`config.mk`:
```
export PLATFORM = sky130hd
export DESIGN_NAME = soa_ctrl
export DESIGN_NICKNAME = d
export VERILOG_FILES = /design/src/hw/rtl/assert_macros.svh /design/src/hw/rtl/soa_pkg.sv /design/src/hw/rtl/soa_ctrl.sv
export SDC_FILE = /design/constraint.sdc
export NUM_CORES = 1
export LEC_CHECK = 0
export ABC_AREA = 1
export BUFFER_PORTS_ARGS = -buffer_cell sky130_fd_sc_hd__buf_4
export CAP_MARGIN = 20
export CELL_PAD_IN_SITES_DETAIL_PLACEMENT = 0
export CELL_PAD_IN_SITES_GLOBAL_PLACEMENT = 1
export CORE_MARGIN = 3
export CORE_UTILIZATION = 29
export DETAILED_ROUTE_END_ITERATION = 16
export PLACE_DENSITY_LB_ADDON = 0.1
export SYNTH_ARGS = -nofsm -noshare
export SYNTH_HDL_FRONTEND = slang
export SYNTH_SLANG_ARGS = --single-unit
export TNS_END_PERCENT = 100
```
`constraint.sdc`:
```
create_clock -name clk_i -period 1.4 [get_ports clk_i]
set_clock_uncertainty 0.2 [all_clocks]
set_input_delay 0.28 -clock clk_i [delete_from_list [all_inputs] [get_ports clk_i]]
set_output_delay 0.28 -clock clk_i [all_outputs]
set_load 0.1 [all_outputs]
```
`src/hw/rtl/assert_macros.svh`:
```
// ----------------------------------------------------------------------------
// Assertion macros
// Shorthand for clocked, reset-qualified concurrent assertions.
// ----------------------------------------------------------------------------
`ifndef ASSERT_MACROS_SVH
`define ASSERT_MACROS_SVH

// Same-cycle implication, checked on every rising edge of clk_i outside reset.
`define SOA_ASSERT_IMP(lbl, ante, cons, msg) \
  lbl: assert property (@(posedge clk_i) disable iff (!rst_ni) (ante) |-> (cons)) \
    else $error(msg);

// Next-cycle implication.
`define SOA_ASSERT_NEXT(lbl, ante, cons, msg) \
  lbl: assert property (@(posedge clk_i) disable iff (!rst_ni) (ante) |=> (cons)) \
    else $error(msg);

`endif

```
`src/hw/rtl/soa_pkg.sv`:
```
// ----------------------------------------------------------------------------
// Slab object allocator package
// Sizes, codes and the command and status types shared by the allocator.
// ----------------------------------------------------------------------------
package soa_pkg;

  localparam int MAX_SLABS     = 16;
  localparam int MAX_OBJECTS   = 512;
  localparam int POINTER_BYTES = 8;
  localparam int ADDR_W        = 32;

  localparam int SLOT_W      = $clog2(MAX_SLABS);
  localparam int IDX_W       = $clog2(MAX_OBJECTS);
  localparam int CNT_W       = IDX_W + 1;
  localparam int LEN_W       = SLOT_W + 1;
  localparam int STACK_AW    = SLOT_W + IDX_W;
  localparam int STACK_DEPTH = MAX_SLABS * MAX_OBJECTS;
  localparam int NUM_LISTS   = 3;

  localparam int SIZE_W  = 13;
  localparam int OSZ_W   = 14;
  localparam int PAGE_W  = 17;
  localparam int CFG_W   = 17;
  localparam int CFG_IW  = 2;
  localparam int TOT_W   = 14;
  localparam int SC_W    = 5;
  localparam int STAT_W  = 3;
  localparam int PROD_W  = CNT_W + OSZ_W;
  localparam int DCNT_W  = $clog2(PAGE_W + 1);

  localparam logic [SIZE_W-1:0] RST_OBJECT_SIZE  = SIZE_W'(64);
  localparam logic [SIZE_W-1:0] RST_OBJECT_ALIGN = SIZE_W'(8);
  localparam logic [PAGE_W-1:0] RST_PAGE_SIZE    = PAGE_W'(4096);

  typedef enum logic [1:0] {
    OP_ADD,
    OP_ALLOC,
    OP_FREE,
    OP_SHRINK
  } op_e;

  typedef enum logic [STAT_W-1:0] {
    ST_OK,
    ST_ZERO_CAP,
    ST_NONE_FREE,
    ST_NOT_OWNED,
    ST_TABLE_FULL,
    ST_ALREADY_FREE,
    ST_NOTHING_RELEASED
  } status_e;

  typedef enum logic [1:0] {
    LIST_PARTIAL,
    LIST_FULL,
    LIST_EMPTY
  } list_e;

  typedef enum logic [CFG_IW-1:0] {
    CFG_OBJECT_SIZE,
    CFG_OBJECT_ALIGN,
    CFG_PAGE_SIZE,
    CFG_RELEASE_ENABLED
  } cfg_e;

  typedef enum logic [2:0] {
    ACT_NONE,
    ACT_ADD,
    ACT_ALLOC_PICK,
    ACT_ALLOC,
    ACT_FREE_SCAN,
    ACT_FREE,
    ACT_SHRINK_NONE,
    ACT_SHRINK_POP
  } act_e;

  typedef enum logic [3:0] {
    S_IDLE,
    S_ADD_DIV,
    S_ADD_DO,
    S_ALLOC_PICK,
    S_ALLOC_DO,
    S_FREE_SCAN,
    S_FREE_DO,
    S_SHRINK_CHK,
    S_SHRINK_POP
  } state_e;

  typedef struct packed {
    logic load;
    logic div_start;
    act_e act;
  } cmd_t;

  typedef struct packed {
    logic out_free;
    logic div_done;
    logic shrink_none;
    logic shrink_last;
  } sts_t;

endpackage

```
`src/hw/rtl/soa_ctrl.sv`:
```
// ----------------------------------------------------------------------------
// Slab allocator controller
// Sequences each request through the datapath steps of its operation.
// ----------------------------------------------------------------------------
module soa_ctrl (
  input  logic             clk_i,
  input  logic             rst_ni,
  input  logic             in_valid_i,
  input  soa_pkg::op_e     in_opcode_i,
  output logic             in_ready_o,
  input  soa_pkg::sts_t    sts_i,
  output soa_pkg::cmd_t    cmd_o
);

  soa_pkg::state_e state_q, state_d;

  always_ff @(posedge clk_i or negedge rst_ni) begin
    if (!rst_ni) begin
      state_q <= soa_pkg::S_IDLE;
    end else begin
      state_q <= state_d;
    end
  end

  always_comb begin
    state_d    = state_q;
    in_ready_o = 1'b0;
    cmd_o      = '{load: 1'b0, div_start: 1'b0, act: soa_pkg::ACT_NONE};
    unique case (state_q)
      soa_pkg::S_IDLE: begin
        in_ready_o = 1'b1;
        if (in_valid_i) begin
          cmd_o.load = 1'b1;
          unique case (in_opcode_i)
            soa_pkg::OP_ADD: begin
              cmd_o.div_start = 1'b1;
              state_d         = soa_pkg::S_ADD_DIV;
            end
            soa_pkg::OP_ALLOC:  state_d = soa_pkg::S_ALLOC_PICK;
            soa_pkg::OP_FREE:   state_d = soa_pkg::S_FREE_SCAN;
            soa_pkg::OP_SHRINK: state_d = soa_pkg::S_SHRINK_CHK;
          endcase
        end
      end
      soa_pkg::S_ADD_DIV: begin
        if (sts_i.div_done) state_d = soa_pkg::S_ADD_DO;
      end
      soa_pkg::S_ADD_DO: begin
        if (sts_i.out_free) begin
          cmd_o.act = soa_pkg::ACT_ADD;
          state_d   = soa_pkg::S_IDLE;
        end
      end
      soa_pkg::S_ALLOC_PICK: begin
        cmd_o.act = soa_pkg::ACT_ALLOC_PICK;
        state_d   = soa_pkg::S_ALLOC_DO;
      end
      soa_pkg::S_ALLOC_DO: begin
        if (sts_i.out_free) begin
          cmd_o.act = soa_pkg::ACT_ALLOC;
          state_d   = soa_pkg::S_IDLE;
        end
      end
      soa_pkg::S_FREE_SCAN: begin
        cmd_o.act = soa_pkg::ACT_FREE_SCAN;
        state_d   = soa_pkg::S_FREE_DO;
      end
      soa_pkg::S_FREE_DO: begin
        if (sts_i.out_free) begin
          cmd_o.act = soa_pkg::ACT_FREE;
          state_d   = soa_pkg::S_IDLE;
        end
      end
      soa_pkg::S_SHRINK_CHK: begin
        if (!sts_i.shrink_none) begin
          state_d = soa_pkg::S_SHRINK_POP;
        end else if (sts_i.out_free) begin
          cmd_o.act = soa_pkg::ACT_SHRINK_NONE;
          state_d   = soa_pkg::S_IDLE;
        end
      end
      soa_pkg::S_SHRINK_POP: begin
        if (sts_i.out_free) begin
          cmd_o.act = soa_pkg::ACT_SHRINK_POP;
          if (sts_i.shrink_last) state_d = soa_pkg::S_IDLE;
        end
      end
      default: state_d = soa_pkg::S_IDLE;
    endcase
  end

endmodule
```
Yosys cells after proc, flatten, opt, wreduce, memory -nomap -nowiden
Index checks and enable logic that the tools add are counted.
- add/subtract/negate cells: 0
- multipliers: 0
- divide/modulo/power cells: 0
- order comparisons: 0
- eq/ne operators: 15
- shift-type cells: 0
- multiplexer cells: 19
- bitwise gates (word level): 0
- reduce and logical (&&, ||, !) cells: 4
- operator list (operator ; count):
    4-bit case mux with 7 select lines ; 1
    4-bit two-way mux ; 6
    3-bit case mux with 7 select lines ; 1
    4-bit by 3-bit equality test with 1-bit output, second input constant ; 4
    4-bit case mux with 4 select lines ; 1
    3-bit two-way mux ; 4
    4-bit by 2-bit equality test with 1-bit output, second input constant ; 2
    2-bit != test, second input constant ; 4
    2-bit two-way mux ; 3
    2-bit equality test, second input constant ; 2
    4-bit by 1-bit equality test with 1-bit output, second input constant ; 1
    4-bit equality test, second input constant ; 1
    4-bit zero test ; 1
    4-bit AND reduction ; 1
    1-bit two-way mux ; 3
    3-bit OR reduction ; 1
    2-bit by 1-bit equality test with 1-bit output, second input constant ; 1
    2-bit zero test ; 1
- bits in registers: 4
- latch bits: 0
- bits in writable memories: 0
- memory bits (read-only): 0
- input port bits: 9
- output and inout bits: 6
- word-level logic and storage cells: 39
- memories kept: 0

Longest topological paths before layout
Gate-level depths: netlist of run 1.
- word-level depth: 4
- mapped depth: 8
- gate-level depth less buffers: 7

Worst setup path before layout of run 1
Ideal clock, no wire load.
- path type: register -> output
- start: reg state_q[3]
- end: out cmd_o[3] (netlist bit)
- arrival: 3543 ps
- data required time: 920 ps
- setup slack: -2623 ps
- cell stages (with the launch flop): 4
- path buffers: 0
- cells stage by stage: dfrtp_1 nor2_4 nand2_2 nor4_1
- RTL lines (item ; RTL line ; source):
    start, declared ; soa_ctrl.sv:15 ; soa_pkg::state_e state_q, state_d;
    start signal, assigned ; soa_ctrl.sv:19 ; state_q <= soa_pkg::S_IDLE;
    start signal, assigned ; soa_ctrl.sv:21 ; state_q <= state_d;
    end, declared ; soa_ctrl.sv:12 ; output soa_pkg::cmd_t cmd_o

==> results of run 1 <==
-- worst min-delay path, stage by stage --
cell	delay, ps
buf_4	70
nand3b_1	110
o21ai_1	70
-- cell type report --
type,count,area share
Sequential cell,4,0.115
Multi-Input combinational cell,51,0.380
Timing Repair Buffer,37,0.407
Tap cell,14,0.0197
Clock buffer,4,0.0296
Inverter,10,0.0479
-- logic make-up after synthesis --
logic type,after synthesis
DFF,4
AOI/OAI and AO/OA,3
and+or+nand+nor,48
buffers and inverters,11
-- through the flow --
stage	utilization	setup TNS (ps)
6_report	0.759	-3230
5_1_grt	0.759	-3760
4_1_cts	0.723	-2730
3_5_place_dp	0.610	-1850
3_3_place_gp	0.610	-1800
2_1_floorplan	-	-2280
-- synthesized netlist by cell type --
| master | count |
|---|---|
| inv_1 | 7 |
| nor2_1 | 12 |
| nor4_1 | 1 |
| o21ai_1 | 2 |
| nand2_2 | 1 |
| nand3_1 | 12 |
| nor2_4 | 2 |
| nand4_1 | 3 |
| buf_2 | 1 |
| inv_2 | 3 |
| nand3b_1 | 1 |
| nand2_1 | 15 |
| o21ai_0 | 1 |
| nor2_2 | 1 |
| dfrtp_1 | 4 |
-- worst paths after layout --
kind,end,cells after the start
max in group asynchronous,state_q[2],2
setup / recovery,cmd_o[1],7
min in group asynchronous,state_q[1],2
setup reg to reg,state_q[1],10
hold / removal,state_q[0],3
hold reg to reg,state_q[3],3
-- layer usage --
layer | vias up | GRT usage | routed length, um
li1 | 293 | - | -
met1 | 279 | 0.198 | 611
met2 | 23 | 0.313 | 773
met3 | 4 | 0.0472 | 100
met4 | 0 | 0.0186 | 20
met5 | - | 0 | 0
-- power by group through the flow --
stage | Sequential, uW | Combinational [uW] | Clock [uW]
2_1_floorplan | 224 | 955 | 0
3_3_place_gp | 228 | 1340 | 0
3_5_place_dp | 229 | 1340 | 0
4_1_cts | 233 | 1590 | 162
5_1_grt | 244 | 1780 | 176
6_report | 241 | 1700 | 162
-- repair_timing --
action	4_1_cts	5_1_grt
endpoints found under the setup margin	8	9
pin swaps	1	3
resized for setup	26	4
hold buffers	1	0
setup buffers	0	4
endpoints found under the hold margin	4	0
==> impl_metrics.env, run 1 <==
export IMPL_status="complete, but fails checks"
export IMPL_violations="setup timing"
export IMPL_max_vdd_ir_drop_uv=1910
export IMPL_critPathMaxStageDelay_ps=420
export IMPL_synthMuxAreaShare=0
export IMPL_fin_crit_sh=1.37
export IMPL_die_area_um2=1810
export IMPL_clk_pin_slew_ps=40
export IMPL_grt_ovfl_total=0
export IMPL_grt_usage=0.170
export IMPL_numCtsBuffers=3
export IMPL_synth_top_cell_by_area="dfrtp_1"
export IMPL_fillers=92
export IMPL_mostFrequentLayoutCell="buf_4"
export IMPL_start_util=0.330
export IMPL_synth_compound_area_share=0.0388
export IMPL_yosys_area_share_adder=0
export IMPL_die_h_um=42.5
export IMPL_insertion_delay_ps=240
export IMPL_ant_nets=0
export IMPL_io_buffers=14
export IMPL_vias_per_cell=4.99
export IMPL_total_power_uw=2100
export IMPL_grt_pass1_vias=615
export IMPL_instances_no_fill=120
export IMPL_ios=15
export IMPL_clockRootBuffer="clkbuf_4"
export IMPL_synthesis_area_um2=387
export IMPL_yosysWarnings=0
export IMPL_max_cap_violations=0
export IMPL_clockBufferDepth=2
export IMPL_cp_max_fo=3
export IMPL_synthTopCellsByArea="dfrtp_1 (26%), nand3_1 (16%), nand2_1 (15%)"
export IMPL_swShare=0.542
export IMPL_rsz0062_at_grt="yes"
export IMPL_die_w_um=42.5
export IMPL_drive_gt1_frac=0.585
export IMPL_r2r_setup_slack_ps=-160
export IMPL_power_leakage_uw=0.000468
export IMPL_syn_nets=75
export IMPL_ys_seq_area_frac=0.259
export IMPL_clock_power_share=0.077
export IMPL_hold_ws_ps=137
export IMPL_layout_area_overhead_vs_synth_pct=130
export IMPL_first_pass_iters=4
export IMPL_slew_headroom=0.864
export IMPL_layout_area_seq_um2=103
export IMPL_cts_sinks=4
export IMPL_setup_viol=9
export IMPL_p_sw_uw=1140
export IMPL_hold_path_class="input port to flop"
export IMPL_fin_area_um2=888
export IMPL_gp_congestion=0.774
export IMPL_cp_arrival_ps=1440
export IMPL_netlist_instances=66
export IMPL_routedWlPerCell_um=12.6
export IMPL_slew_viol_final=0
export IMPL_dr_total_vias=599
export IMPL_post_synth_cell_area_avg_um2=5.86
export IMPL_drt_first_iter_violations=13
export IMPL_timing_critical_path_buf_inv=3
export IMPL_synth_top_cell_area_share=0.259
export IMPL_cpMostUsedCell="inv_2"
export IMPL_reg_top3="state_q x4"
export IMPL_placed_area_um2=714
export IMPL_r2r_start="state_q[2]"
export IMPL_grt_pass1_wl_um=2440
export IMPL_worst_slew_pin_transition_ps=202
export IMPL_powerDensity_nw_per_um2=2360
export IMPL_layout_common_cells="buf_4 (26), nand2_1 (13), nor2_1 (9), nand3_1 (7)"
export IMPL_internal_power_uw=961
export IMPL_crit_path_start="state_q[2]"
export IMPL_fmax_mhz=521
export IMPL_synth_xor_area_share=0
export IMPL_path_class="flop to primary output"
export IMPL_grt_max_degree=8
export IMPL_required_ps=920
export IMPL_worst_path_max_delay_cell="dfrtp_1"
export IMPL_yosys_area_share_simple=0.592
export IMPL_crit_path_end_kind="primary output"
export IMPL_cts_tree="yes"
export IMPL_path_cells="inv_2 -> nor2_4 -> nand2_2 -> o21ai_2 -> inv_2 -> nand3_4 -> buf_12"
export IMPL_synth_top_family_by_area="simple AND/OR/NAND/NOR gates"
export IMPL_synth_distinct_cells=15
export IMPL_crit_family="flip-flops"
export IMPL_post_place_ws_ps=-364
export IMPL_antenna_found_initial=0
export IMPL_fin_ws_ps=-519
export IMPL_coreArea_um2=1170
export IMPL_multiInputGateArea_um2=338
export IMPL_nNetsFinal=116
export IMPL_min_period_ps=1920
export IMPL_rows=12
export IMPL_n_antenna_cell=0
export IMPL_dpl_hpwl_um=1070
export IMPL_placedCellCount=111
export IMPL_ys_seq_elements=4
export IMPL_min_delay_start="sts_i[2]"
export IMPL_largest_reg_flops=4
export IMPL_htree_levels=1
export IMPL_report_final_hold_viol_count=0
export IMPL_p_comb_frac=0.808
export IMPL_drcViolationCount=0
export IMPL_drt_wl_total_um=1510
export IMPL_crit_path_start_kind="flop"
export IMPL_seqPwrFrac=0.115
export IMPL_largest_register="state_q"
Power figures use the tool's default switching activity.
==> run 2, diff against run 1 <==
Settings changed: BUFFER_PORTS_ARGS -buffer_cell sky130_fd_sc_hd__buf_4 to not set, CORE_AREA set to 3 3 40 42, CORE_MARGIN 3 to not set, CORE_UTILIZATION 29 to not set, DIE_AREA set to 0 0 43 45, DONT_BUFFER_PORTS set to 1.
==> run 2 against run 1 <==
  * Combinational power is essentially flat
  * The run still ends with setup timing left
  * Wire length is 6.0% lower
  * Sequential power decreased by 4%
  * Critical endpoint unchanged
  * Via count is 8.5% lower
  * Count of clock-buffer cells in the layout shrank 1
  * Sequential share of layout area increased by 1.1 points
  * First-iteration DRC count down 62%
  * Largest power group unchanged
  * Critical path depth is 2 lower
  * Critical path type unchanged
==> impl_metrics.env, run 2 (synthesis gave the netlist of run 1 again) <==
export IMPL_cp_arrival_ps=1430
export IMPL_finalSetupTns_ps=-2890
export IMPL_crit_path_start_kind="flop"
export IMPL_report_final_hold_viol_count=0
export IMPL_layout_area_seq_um2=104
export IMPL_hold_path_class="input port to flop"
export IMPL_vias_per_cell=4.98
export IMPL_drt_first_iter_violations=5
export IMPL_drcViolationCount=0
export IMPL_instances_no_fill=110
export IMPL_fmax_mhz=524
export IMPL_reg_top3="state_q x4"
export IMPL_die_area_um2=1940
export IMPL_dpl_hpwl_um=1080
export IMPL_multiInputGateArea_um2=357
export IMPL_first_pass_iters=3
export IMPL_grt_ovfl_total=0
export IMPL_min_period_ps=1910
export IMPL_path_class="flop to primary output"
export IMPL_nNetsFinal=106
export IMPL_worst_path_max_delay_cell="dfrtp_2"
export IMPL_die_w_um=43
export IMPL_timing_critical_path_buf_inv=1
export IMPL_layout_area_overhead_vs_synth_pct=112
export IMPL_max_vdd_ir_drop_uv=1930
export IMPL_grt_max_degree=9
export IMPL_numCtsBuffers=3
export IMPL_fin_crit_sh=1.36
export IMPL_required_ps=920
export IMPL_total_power_uw=2080
export IMPL_crit_end="cmd_o[1]"
export IMPL_fin_area_um2=818
export IMPL_rows=13
export IMPL_clockBufferDepth=2
export IMPL_clk_pin_slew_ps=40
export IMPL_grt_pass1_vias=573
export IMPL_status="complete, but fails checks"
export IMPL_crit_cells=5
export IMPL_fin_ws_ps=-508
export IMPL_die_h_um=45
export IMPL_grt_pass1_wl_um=2350
export IMPL_reg2reg_depth=6
export IMPL_n_antenna_cell=0
export IMPL_htree_levels=1
export IMPL_antenna_found_initial=0
export IMPL_cts_sinks=4
export IMPL_setup_viol=9
export IMPL_largest_register="state_q"
export IMPL_placedCellCount=102
export IMPL_crit_family="simple AND/OR/NAND/NOR gates"
export IMPL_r2r_setup_slack_ps=-130
export IMPL_clockRootBuffer="clkbuf_4"
export IMPL_powerDensity_nw_per_um2=2550
export IMPL_ios=15
export IMPL_rsz0062_at_grt="yes"
export IMPL_violations="setup timing"
export IMPL_cp_max_fo=5
export IMPL_drive_gt1_frac=0.558
export IMPL_ant_nets=0
export IMPL_slew_headroom=0.780
export IMPL_slew_viol_final=0
export IMPL_power_leakage_uw=0.000417
export IMPL_fillers=125
export IMPL_max_cap_violations=0
export IMPL_path_cells="nor2_4 -> nand2_2 -> o21ai_2 -> inv_2 -> nand3_4"
export IMPL_crit_path_end_kind="primary output"
export IMPL_layout_common_cells="buf_4 (16), nand2_1 (12), nor2_1 (9), nand3_1 (7), inv_1 (6)"
export IMPL_coreArea_um2=1280
export IMPL_placed_area_um2=691
export IMPL_cts_tree="yes"
export IMPL_start_util=0.301
export IMPL_r2r_start="state_q[1]"
export IMPL_crit_path_start="state_q[3]"
export IMPL_gp_congestion=0.753
export IMPL_routedWlPerCell_um=12.9
export IMPL_worst_slew_pin_transition_ps=330
export IMPL_dr_total_vias=548
export IMPL_drt_wl_total_um=1420
export IMPL_mostFrequentLayoutCell="buf_4"
export IMPL_critPathMaxStageDelay_ps=460
export IMPL_grt_usage=0.162
export IMPL_rr_endpoint="state_q[2]"
export IMPL_io_buffers=0
export IMPL_insertion_delay_ps=240
export IMPL_largest_reg_flops=4
-- run 2: final cells by class --
type | count | share of cell area
Tap cell | 15 | 0.0229
Clock buffer | 3 | 0.0275
Timing Repair Buffer | 27 | 0.338
Inverter | 10 | 0.0489
Sequential cell | 4 | 0.127
Multi-Input combinational cell | 51 | 0.436
-- run 2: worst min-delay path by stage --
stage             start          to  depth (start not counted)
4_1_cts        sts_i[2]  state_q[0]                          2
3_5_place_dp     rst_ni  state_q[0]                          0
3_3_place_gp     rst_ni  state_q[0]                          0
6_report       sts_i[2]  state_q[0]                          2
2_1_floorplan    rst_ni  state_q[0]                          0
5_1_grt        sts_i[2]  state_q[0]                          2
-- run 2: power breakdown --
group	internal [uW]	switching [uW]	total, uW	leakage (uW)
registers	164	66.4	231	0.0000476
clock network	95.9	47.0	143	0.0000138
logic	690	1020	1710	0.000356
-- run 2: repair_timing --
action / in CTS / in global routing
resized for setup: 10 / 9
buffers inserted: 4 / 1
endpoints found under the hold margin: 5 / 0
pin swaps: 9 / 2
hold buffers: 2 / 0
setup endpoints to repair: 9 / 9
-- run 2: routing by layer --
metal,share of wire,up-vias,track usage,routed length [um]
met4,0.012,0,0.0723,17
met1,0.42,264,0.182,597
met2,0.53,11,0.293,756
met5,0,-,0,0
met3,0.032,2,0.0359,45
li1,-,271,-,-
-- run 2: metrics by stage --
| stage | utilization | setup slack (ps) | hold WS (ps) |
|---|---|---|---|
| CTS | 0.610 | -489 | 59.8 |
| finish | 0.637 | -508 | 72.8 |
| global route | 0.637 | -569 | 90.8 |
| floorplan | - | -772 | -216 |
| detailed placement | 0.537 | -329 | -215 |
| global placement | 0.537 | -311 | -215 |
-- run 2: worst register-to-register path, delay by kind of cell, from the launching register on --
kind	cells	cell delay [ps]
AND/OR/NAND/NOR	4	480
flip-flops	1	430
buffers and inverters	2	310
==> run 3, diff against run 2 <==
Settings changed: ABC_AREA 1 to 0, CTS_CLUSTER_SIZE set to 12, PLACE_DENSITY set to 0.62, PLACE_DENSITY_LB_ADDON 0.1 to not set.
==> run 3 against run 2 <==
  * The flow still finishes with violations (setup timing)
  * Core utilization increased by 5.6 points
  * Non-clock buffer count increased by 2
  * Maximum frequency is 9.7% lower
  * Worst setup slack worse by 210 ps
  * Sequential cell count unchanged
  * Global-route usage up 0.49 points
  * Count of clock-buffer cells in the layout is the same
  * Largest power group unchanged
  * Highest routed layer unchanged
==> impl_metrics.env, run 3 <==
export IMPL_status="complete, but fails checks"
export IMPL_violations="setup timing"
export IMPL_mostFrequentLayoutCell="buf_4"
export IMPL_ant_nets=0
export IMPL_synth_xor_area_share=0.0230
export IMPL_grt_pass1_wl_um=2310
export IMPL_grt_usage=0.167
export IMPL_setup_viol=8
export IMPL_critPathMaxStageDelay_ps=560
export IMPL_crit_path_start_kind="flop"
export IMPL_crit_path_start="state_q[1]"
export IMPL_clockRootBuffer="clkbuf_4"
export IMPL_crit_path_end_kind="primary output"
export IMPL_syn_nets=55
export IMPL_layout_area_overhead_vs_synth_pct=133
export IMPL_max_cap_violations=0
export IMPL_rsz0062_at_grt="yes"
export IMPL_grt_ovfl_total=0
export IMPL_insertion_delay_ps=240
export IMPL_rr_endpoint="state_q[2]"
export IMPL_coreArea_um2=1280
export IMPL_n_antenna_cell=0
export IMPL_rows=13
export IMPL_report_final_hold_viol_count=0
export IMPL_clk_pin_slew_ps=40
export IMPL_cp_max_fo=4
export IMPL_slew_viol_final=0
export IMPL_slew_headroom=0.776
export IMPL_dpl_hpwl_um=871
export IMPL_synth_top_cell_by_area="dfrtp_1"
export IMPL_r2r_start="state_q[1]"
export IMPL_required_ps=920
export IMPL_die_w_um=43
export IMPL_synth_distinct_cells=28
export IMPL_antenna_found_initial=0
export IMPL_min_period_ps=2110
export IMPL_vias_per_cell=5.35
export IMPL_synthArstFlopShare=1.00
export IMPL_netlist_instances=46
export IMPL_gp_congestion=0.779
export IMPL_cp_arrival_ps=1630
export IMPL_reg_top3="state_q x4"
export IMPL_die_area_um2=1940
export IMPL_dr_total_vias=476
export IMPL_synth_common_cells="nand2_1 (6), dfrtp_1 (4), nand3_1 (3), nor2b_1 (3), nor3_1 (3)"
export IMPL_clockBufferDepth=2
export IMPL_io_buffers=0
export IMPL_fin_crit_sh=1.51
export IMPL_fmax_mhz=473
export IMPL_first_pass_iters=4
export IMPL_post_synth_cell_area_avg_um2=8.30
export IMPL_max_vdd_ir_drop_uv=1710
export IMPL_synthMuxAreaShare=0
export IMPL_synth_top_cell_area_share=0.262
export IMPL_synthesis_area_um2=382
export IMPL_drcViolationCount=0
export IMPL_drt_first_iter_violations=12
export IMPL_fin_area_um2=890
export IMPL_largest_reg_flops=4
export IMPL_largest_register="state_q"
export IMPL_min_delay_start="in_valid_i"
export IMPL_yosysMostFrequentCell="nand2_1"
export IMPL_drive_gt1_frac=0.770
export IMPL_synthTopCellsByArea="dfrtp_1 (26%), nand2_1 (5.9%), nor2b_1 (4.9%)"
export IMPL_numCtsBuffers=3
export IMPL_yosys_area_share_simple=0.351
export IMPL_die_h_um=45
export IMPL_hold_ws_ps=32.1
export IMPL_routedWlPerCell_um=16.8
export IMPL_cts_tree="yes"
export IMPL_htree_levels=1
export IMPL_path_class="flop to primary output"
export IMPL_grt_max_degree=10
export IMPL_ios=15
export IMPL_yosysWarnings=0
export IMPL_synth_top_family_by_area="simple AND/OR/NAND/NOR gates"
export IMPL_worst_path_max_delay_cell="or4_4"
export IMPL_finalSetupTns_ps=-3830
export IMPL_start_util=0.297
export IMPL_synthFlopType="dfrtp_1"
export IMPL_grt_pass1_vias=515
export IMPL_ys_seq_area_frac=0.262
export IMPL_yosys_area_share_adder=0
export IMPL_r2r_setup_slack_ps=-120
export IMPL_path_cells="inv_1 -> or4_4 -> o311ai_4 -> buf_12"
export IMPL_nNetsFinal=85
export IMPL_worst_slew_pin_transition_ps=337
export IMPL_hold_path_class="input port to flop"
export IMPL_multiInputGateArea_um2=410
export IMPL_reg2reg_depth=6
export IMPL_synth_edf_count=0
export IMPL_layout_common_cells="buf_4 (12), buf_6 (8), buf_12 (5), dfrtp_2 (4)"
export IMPL_drt_wl_total_um=1490
export IMPL_hold_end="state_q[0]"
export IMPL_synth_compound_area_share=0.262
export IMPL_hold_depth=2
export IMPL_placed_area_um2=604
export IMPL_cts_sinks=4
export IMPL_ys_seq_elements=4
export IMPL_fin_ws_ps=-714
export IMPL_powerDensity_nw_per_um2=2690
export IMPL_power_leakage_uw=0.000374
export IMPL_fillers=84
export IMPL_layout_area_seq_um2=105
## run 3: cell types whose count changed after synthesis, sizes merged, moves of 8 or more
cell   change
inv        -8
nand3      -9
nor2      -14
nand2     -10
## run 3: kinds of logic (layout without fill, tap and decap cells)
kind of cell    after synthesis  in the layout
compound gates               12             12
xor+xnor                      1              1
buf+inv                       6             34
flops                         4              4
simple gates                 23             23
## run 3: timing repair
| action | 4_1_cts | 5_1_grt |
|---|---|---|
| buffers inserted | 5 | 3 |
| endpoints found under the setup margin | 9 | 10 |
| gates resized for setup | 25 | 16 |
| hold buffers | 3 | 0 |
| endpoints found under the hold margin | 6 | 0 |
| pin swaps | 6 | 3 |
## run 3: routing by layer
layer	track usage	wire, um	vias up
met5	0	0	-
met4	0.127	25	0
met3	0.0398	41	2
met2	0.272	812	9
met1	0.189	612	235
li1	-	-	230
## run 3: where the power goes
group | switching [uW] | internal, uW | total (uW)
registers | 87.3 | 168 | 255
logic | 1060 | 924 | 1990
clock network | 55.6 | 96.4 | 152
## run 3: worst max-delay path: cells and delay by family (launching register included)
kind	cells	cell delay, ps
buf+inv	2	290
flops	1	420
compound gates	1	110
simple gates	1	560
## run 3: worst max-delay path by stage
stage	to	slack, ps	cells past startpoint
floorplan	cmd_o[3]	-2100	4
global placement	cmd_o[1]	-460	3
detailed placement	cmd_o[2]	-490	5
CTS	cmd_o[2]	-720	4
global route	cmd_o[3]	-790	4
finish	cmd_o[2]	-710	4
## run 3: area by class of cell
type                    count  share of cell area
flip-flops and latches      4               0.118
clock buffers               3              0.0253
well taps                  15              0.0211
repair buffers             29               0.366
multi-input cells          36               0.461
inverters                   2             0.00844
## run 3: through the flow
step           total power, uW  instances  worst slack (ps)   util
3_5_place_dp              1590         75              -485  0.470
4_1_cts                   2120         86              -721  0.617
6_report                  2390         89              -714  0.692
3_3_place_gp              1570         75              -462  0.470
5_1_grt                   2490         89              -795  0.692
2_1_floorplan             1250         46             -2100      -
